File: src/hw/rtl/gdh_pkg.sv
// Shared types and constants of the density grid histogram.
// Used by gdh_div and gps_density_grid_histogram; depends on nothing.
`default_nettype none

package gdh_pkg;

  // Field widths.
  localparam int unsigned LAT_W      = 28;
  localparam int unsigned LON_W      = 29;
  localparam int unsigned CELL_W     = 20;
  localparam int unsigned SPEED_W    = 12;
  localparam int unsigned ROW_IN_W   = 9;
  localparam int unsigned COL_IN_W   = 10;
  localparam int unsigned COUNT_W    = 9;
  localparam int unsigned PIXEL_W    = 8;
  localparam int unsigned CFG_IDX_W  = 2;
  localparam int unsigned CFG_DATA_W = 29;

  // Divider sizing: quotient bits for the largest grid edge of 4096 cells.
  localparam int unsigned QUOT_W     = 12;
  localparam int unsigned STEP_W     = 4;
  localparam int unsigned DIVIDEND_W = 29;
  localparam int unsigned DIVISOR_W  = CELL_W + QUOT_W;

  // Grid defaults.
  localparam int unsigned GRID_ROWS_DEF    = 512;
  localparam int unsigned GRID_COLUMNS_DEF = 1024;

  // Count saturation and pixel scale.
  localparam logic [COUNT_W-1:0] COUNT_LIMIT = COUNT_W'(256);
  localparam logic [PIXEL_W-1:0] PIXEL_WHITE = PIXEL_W'(255);

  // Register reset values.
  localparam logic signed [LAT_W-1:0] ORIGIN_LAT_RST = LAT_W'(30380000);
  localparam logic signed [LON_W-1:0] ORIGIN_LON_RST = LON_W'(120010000);
  localparam logic [CELL_W-1:0]       CELL_SIZE_RST  = CELL_W'(230);
  localparam logic [SPEED_W-1:0]      MIN_SPEED_RST  = SPEED_W'(150);

  typedef enum logic [CFG_IDX_W-1:0] {
    CFG_ORIGIN_LAT = 2'd0,
    CFG_ORIGIN_LON = 2'd1,
    CFG_CELL_SIZE  = 2'd2,
    CFG_MIN_SPEED  = 2'd3
  } cfg_idx_e;

  typedef enum logic {
    OP_ADD  = 1'b0,
    OP_READ = 1'b1
  } op_e;

  typedef struct packed {
    logic                  start;
    logic [DIVIDEND_W-1:0] dividend;
    logic [DIVISOR_W-1:0]  divisor_sh;  // cell size shifted up by the step count
    logic [STEP_W-1:0]     steps;
  } div_req_t;

  typedef struct packed {
    logic              done;
    logic              ovf;
    logic [QUOT_W-1:0] quot;
  } div_rsp_t;

endpackage

`default_nettype wire

File: src/hw/rtl/gdh_div.sv
// Iterative restoring divider with an up-front range check, one quotient bit a cycle.
// Depends on gdh_pkg for widths and the request and response structs.
`default_nettype none

module gdh_div (
  input  wire logic              clk_i,
  input  wire logic              rst_ni,
  input  wire gdh_pkg::div_req_t req_i,
  output gdh_pkg::div_rsp_t      rsp_o
);

  logic                           busy_q, busy_d;
  logic                           chk_q, chk_d;
  logic                           done_q, done_d;
  logic                           ovf_q, ovf_d;
  logic [gdh_pkg::STEP_W-1:0]     cnt_q, cnt_d;
  logic [gdh_pkg::DIVIDEND_W-1:0] rem_q, rem_d;
  logic [gdh_pkg::DIVISOR_W-1:0]  dvs_q, dvs_d;
  logic [gdh_pkg::QUOT_W-1:0]     quot_q, quot_d;
  logic [gdh_pkg::DIVISOR_W-1:0]  rem_ext;
  logic [gdh_pkg::DIVISOR_W-1:0]  diff;
  logic                           ge;

  assign rem_ext = gdh_pkg::DIVISOR_W'(rem_q);
  assign ge      = (rem_ext >= dvs_q);
  assign diff    = rem_ext - dvs_q;

  always_comb begin
    busy_d = busy_q;
    chk_d  = chk_q;
    done_d = 1'b0;
    ovf_d  = ovf_q;
    cnt_d  = cnt_q;
    rem_d  = rem_q;
    dvs_d  = dvs_q;
    quot_d = quot_q;
    if (req_i.start) begin
      busy_d = 1'b1;
      chk_d  = 1'b1;
      ovf_d  = 1'b0;
      cnt_d  = req_i.steps;
      rem_d  = req_i.dividend;
      dvs_d  = req_i.divisor_sh;
      quot_d = '0;
    end else if (busy_q) begin
      if (chk_q) begin
        // A dividend at or above divisor << steps has a quotient too wide for the grid.
        // A zero divisor lands here as well.
        if (ge) begin
          ovf_d  = 1'b1;
          done_d = 1'b1;
          busy_d = 1'b0;
        end else begin
          chk_d = 1'b0;
          dvs_d = dvs_q >> 1;
        end
      end else begin
        quot_d = {quot_q[gdh_pkg::QUOT_W-2:0], ge};
        if (ge) begin
          rem_d = diff[gdh_pkg::DIVIDEND_W-1:0];
        end
        dvs_d = dvs_q >> 1;
        cnt_d = cnt_q - gdh_pkg::STEP_W'(1);
        if (cnt_q == gdh_pkg::STEP_W'(1)) begin
          done_d = 1'b1;
          busy_d = 1'b0;
        end
      end
    end
  end

  always_ff @(posedge clk_i or negedge rst_ni) begin
    if (!rst_ni) begin
      busy_q <= 1'b0;
      chk_q  <= 1'b0;
      done_q <= 1'b0;
      ovf_q  <= 1'b0;
      cnt_q  <= '0;
    end else begin
      busy_q <= busy_d;
      chk_q  <= chk_d;
      done_q <= done_d;
      ovf_q  <= ovf_d;
      cnt_q  <= cnt_d;
    end
  end

  always_ff @(posedge clk_i) begin
    rem_q  <= rem_d;
    dvs_q  <= dvs_d;
    quot_q <= quot_d;
  end

  assign rsp_o.done = done_q;
  assign rsp_o.ovf  = ovf_q;
  assign rsp_o.quot = quot_q;

endmodule

`default_nettype wire

File: config.mk
export PLATFORM = sky130hd
export DESIGN_NAME = gdh_div
export DESIGN_NICKNAME = d
export VERILOG_FILES = /design/src/hw/rtl/gdh_pkg.sv /design/src/hw/rtl/gdh_div.sv
export SDC_FILE = /design/constraint.sdc
export NUM_CORES = 1
export LEC_CHECK = 0
export BUFFER_PORTS_ARGS = -buffer_cell sky130_fd_sc_hd__buf_2
export CAP_MARGIN = 20
export CORE_UTILIZATION = 60
export CTS_CLUSTER_SIZE = 16
export DETAILED_ROUTE_END_ITERATION = 10
export MAX_ROUTING_LAYER = met4
export PLACE_DENSITY_LB_ADDON = 0.05
export SETUP_SLACK_MARGIN = 0.15
export SLEW_MARGIN = 25
export SYNTH_ARGS = -nofsm -noshare
export SYNTH_HDL_FRONTEND = slang
export SYNTH_SLANG_ARGS = --single-unit
export TNS_END_PERCENT = 30
File: constraint.sdc
create_clock -name clk_i -period 12.1 [get_ports clk_i]
set_input_delay 0.605 -clock clk_i [delete_from_list [all_inputs] [get_ports clk_i]]
set_output_delay 0.605 -clock clk_i [all_outputs]
set_load 0.01 [all_outputs]
======== Yosys cells after proc, flatten, opt, wreduce, memory -nomap -nowiden ========
Cells that the tools add are included.
W data, S select, Z words.
storage, ports and cells
  register bits ........................... 81
  logic and storage cells ................. 51
cells by class
  add/subtract/negate cells ............... 2
  order comparisons ....................... 1
  eq/ne operators ......................... 3
  muxes and demuxes ....................... 28
  bitwise operators ....................... 1
  reductions and logical operators ........ 8
operators with widths
  kind                   count
  $mux W32               4
  $mux W29               4
  $ge A29 B32 Y1         1
  $sub A29 B29 Y29       1
  $mux W1                17
  $mux W4                3
  $reduce_and A2 Y1      3
  $reduce_and A3 Y1      2
  $reduce_bool A2 Y1     3
  $eq A4 B1 Y1 const B   1
  $sub A4 B1 Y4 const B  1
  $ne A3 B3 Y1 const B   1
  $ne A2 B2 Y1 const B   1
  $not A1 Y1             1

======== Depth between registers and ports, before layout ========
  depth after elaboration ................. 5
  mapped depth ............................ 9

======== Least setup slack after synthesis ========
Ideal clock, no wire load.
  kind .................................... flip-flop to flip-flop
  start point ............................. reg dvs_q[0] in the netlist's numbering
  end point ............................... reg rem_q[0] in the netlist's numbering (enable)
  library setup time ...................... 455 ps
  arrival ................................. 3904 ps
  required time ........................... 11645 ps
  path slack .............................. 7741 ps
  cell stages (with the launch flop) ...... 9
  buffers on the path ..................... 0
  clock period less this slack ............ 4359 ps
  cell sequence ........................... edfxtp_1 ha_1 fa_1 nand2b_1 a21oi_1 a41oi_1 o311ai_2 a21oi_2 o21ai_0
between the ends
  longest elaborated chain between the ends .. 3
ends and longest elaborated chain
  element                              line           source
  start: declaration                   gdh_div.sv:18  logic [gdh_pkg::DIVISOR_W-1:0] dvs_q, dvs_d;
  start signal: assignment             gdh_div.sv:90  dvs_q <= dvs_d;
  $ge A29 B32 Y1                       gdh_div.sv:25  assign ge = (rem_ext >= dvs_q);
  $reduce_bool A2 Y1 (no source line)  --
  $reduce_and A3 Y1 (no source line)   --
  end signal: assignment               gdh_div.sv:89  rem_q <= rem_d;
  end: declaration                     gdh_div.sv:17  logic [gdh_pkg::DIVIDEND_W-1:0] rem_q, rem_d;
No other way between the ends.
A chain may end at the register's enable or synchronous reset.

======== Worst setup path in the final report ========
  start point ............................. reg rem_q[19] in the netlist's numbering
  end point ............................... reg dvs_q[0] in the netlist's numbering (enable)
between the ends
  longest elaborated chain between the ends .. 3
ends and longest elaborated chain
  element                             line
  $ge A29 B32 Y1                      gdh_div.sv:25
  $ne A3 B3 Y1 (no source line)       --
  $reduce_and A2 Y1 (no source line)  --
No other way between the ends.

==> results.md <==
- Status: finished clean
- Max Used Layer: met4
- Max incr delay on CP: 0.47 ns
- Row count: 33
- Sequential share of the synthesized area: 0.4380
- Internal: 0.8741 mW
- Final ANT Viol Nets: 0
- Register Area: 2272 µm²
- Die Wd: 94.98 µm
- Psw: 0.7207 mW
- Multi-input gate area: 2644 µm²
- EDFF count, synth: 61
- Drt first-iter violations: 308
- Layout area overhead: 12.18%
- Async set-or-reset flop fraction in the synthesized netlist: 0.09877
- Clock Power Share: 0.128
- Core area: 8299 µm²
- Hold WC Path Type: in -> async
- Initial antenna violation count: 0
- Leak pwr: 2.466 nW
- FF-to-FF path depth: 8
- Post-Route Setup TNS: 0 ns
- Seq pwr share: 0.295
- Residual DRC: 0
- Critical path, cell by cell: ha_1 -> a21oi_1 -> o21ai_0 -> a21oi_1 -> o211ai_1 -> a21oi_2 -> a211o_1 -> buf_4
- Startpoint types: flop
- Ports: 82
- WHS: 0.06856 ns
- Setup violations, final: 0
- Ys Warns: 0
- RSZ-0062 raised after global routing: no
- Slew @ Worst Pin: 0.8308 ns
- Layout cells sized above 1: 0.1804
- FF-to-FF setup slack: 8.74 ns
- Non-Filler Instances: 759
- Total die area: 9021 µm²
- Max Transition Viols Final: 0
- Met2 WL: 5478 µm
- Final wirelength: 11,960 µm
- H-Tree Depth: 3
- Seq cells post-synth: 81
- GPL Wtd Cong: 0.9145
- HPWL after DPL: 8548 µm
- Met3 WL: 652 µm
- WL/cell: 15.76 µm
- Pre-antenna DRT Iters: 5
- Layout Nets: 749
- Ant diodes: 0
- Maximum vdd drop: 0.0001238 V
- CP endpoint kind: flop
- Vias per inst: 5.980
- Main synth FF type: edfxtp_1
- Number of port buffers: 81
- CTS tree: done
- GR Util All Layers: 0.2884
- M1 WL: 5545 µm
- Pin count of the biggest net entering global routing: 98
- Synth Instances: 587
- Net count after synthesis: 687
- Clk Latency, worst-skew pair: 0.37 ns
- Max-cap violations: 0
- Final min period: 3.363 ns
- # fillers: 678
- Via count: 4,539
- Crit-path max FO: 28
- Worst-path clk slew: 0.09 ns
- Comb pwr share: 0.576
- Total CTS buffers: 9
- Final cycle utilization of the critical path: 0.2780
- # placed instances: 743
- Final Hold Fails: 0
- Crit-path slowest cell: a21oi_1
- Fin util: 0.7012
- Global route total overflow: 0
- Post-CTS Setup Inserts: 0
- Clk sinks: 81
- First-pass GRT wire length: 19,310 µm
- Synthesized area: 5187 µm²
- Max clock buf depth: 2
- Initial Utilization: 0.6251
- Most frequent cells in the layout: 115 x nand2_1, 80 x buf_2, 68 x o21ai_0
- Vias in the first global route: 4,167
- Commonest non-fill, non-tap cell in the layout: nand2_1
- Clk root buf: clkbuf_8
- Slew margin rel.: 0.4461
- Fmax: 297.3 MHz
- Post-synth cell types: 62
- Power per cell area: 274.0 nW/µm²
- Syn Area/Cell: 8.837 µm²
- Hold_buf cts: 0
- Setup Crit Path Kind: reg -> reg
- Worst Skew: 0.01565 ns
- CP required: 12.11 ns
- Resized Gates After CTS: 0
- Net Sw Frac: 0.4519
- Critical Path AT: 3.37 ns
- Die Span Y: 94.98 µm
- Most frequent CP cell: a21oi_1
-- critical path: cells and delay by family (launching register included) --
kind | cells | cell delay [ns]
AO/OA/AOI/OAI | 6 | 1.74
flip-flops | 1 | 0.38
adder cells (fa/ha/maj) | 1 | 0.43
buffers and inverters | 1 | 0.44
-- synthesized netlist by cell type (4+ instances only) --
cell	count	share of area
nor2_1	25	0.018
o21ai_0	69	0.067
edfxtp_1	61	0.35
clkbuf_1	27	0.020
mux2_2	4	0.0087
o21bai_1	5	0.0072
o31ai_1	5	0.0072
inv_1	38	0.027
ha_1	31	0.075
a21oi_1	50	0.048
nor3_1	15	0.014
dfrtp_1	8	0.039
nor2b_1	4	0.0048
and2_1	4	0.0048
a211oi_1	4	0.0058
xnor2_1	9	0.015
a21o_1	7	0.010
nand2_1	115	0.083
xor2_1	8	0.014
nand4_1	8	0.0096
nand3_1	7	0.0068
o21a_1	8	0.012
dfxtp_1	12	0.046
nand2b_1	5	0.0060
o211ai_1	5	0.0072
-- registers in the layout (all words and copies together) (netlist names) --
| register | cells |
|---|---|
| done_q | 1 |
| cnt_q | 4 |
| busy_q | 1 |
| dvs_q | 32 |
| chk_q | 1 |
| rem_q | 29 |
| ovf_q | 1 |
| quot_q | 12 |
-- final timing paths --
check	start	end
max reg2reg	rem_q[19]$_DFFE_PP_	dvs_q[0]$_DFFE_PP_
min in group clk_i	req_i[2]	cnt_q[2]$_DFFE_PN0P_
max	rem_q[19]$_DFFE_PP_	dvs_q[0]$_DFFE_PP_
max in group asynchronous	rst_ni	chk_q$_DFFE_PN0P_
min reg2reg	quot_q[11]$_SDFFE_PP0P_	quot_q[11]$_SDFFE_PP0P_
min	rst_ni	cnt_q[1]$_DFFE_PN0P_
-- final cells by class --
| type | instances | area share |
|---|---|---|
| clock buffers | 10 | 0.02258 |
| clock inverters | 6 | 0.01161 |
| inverters | 38 | 0.02451 |
| multi-input cells | 435 | 0.4543 |
| flip-flops and latches | 81 | 0.3905 |
| well taps | 105 | 0.02258 |
| repair buffers | 84 | 0.07396 |
-- cells by family (layout without fill, tap and decap cells) --
kind of cell             count (synthesis)  in the layout  synth area share
AO/OA/AOI/OAI                          181            181            0.2161
XOR/XNOR                                17             17           0.02870
adder cells (fa/ha/maj)                 32             32           0.07863
buffers and inverters                   71            138           0.05354
flip-flops                              81             81            0.4380
multiplexers                             6              6           0.01254
AND/OR/NAND/NOR                        199            199            0.1725
-- layer usage --
layer | global-route usage | vias up
met3 | 0.04670 | 28
met2 | 0.4466 | 166
met1 | 0.3741 | 2115
met4 | 0.1237 | 0
li1 | - | 2230
met5 | - | -
-- power by group through the flow --
stage               Clock (mW)  Combinational [mW]  Sequential [mW]
floorplan                    0               0.700            0.468
global placement             0               0.874            0.473
detailed placement           0               0.897            0.476
CTS                      0.208               0.905            0.470
global route             0.218                1.02            0.481
finish                   0.205               0.919            0.471
-- metrics by stage --
step / instance area (µm²) / worst slack, ns / total power [mW]
after global routing: 5819 / 8.529 / 1.719
after CTS: 5817 / 8.689 / 1.583
after floorplan: 5187 / 7.741 / 1.168
final: 5819 / 8.737 / 1.595
after global placement: 5618 / 8.833 / 1.347
after detailed placement: 5618 / 8.697 / 1.372
(Power assumes the default switching activity.)
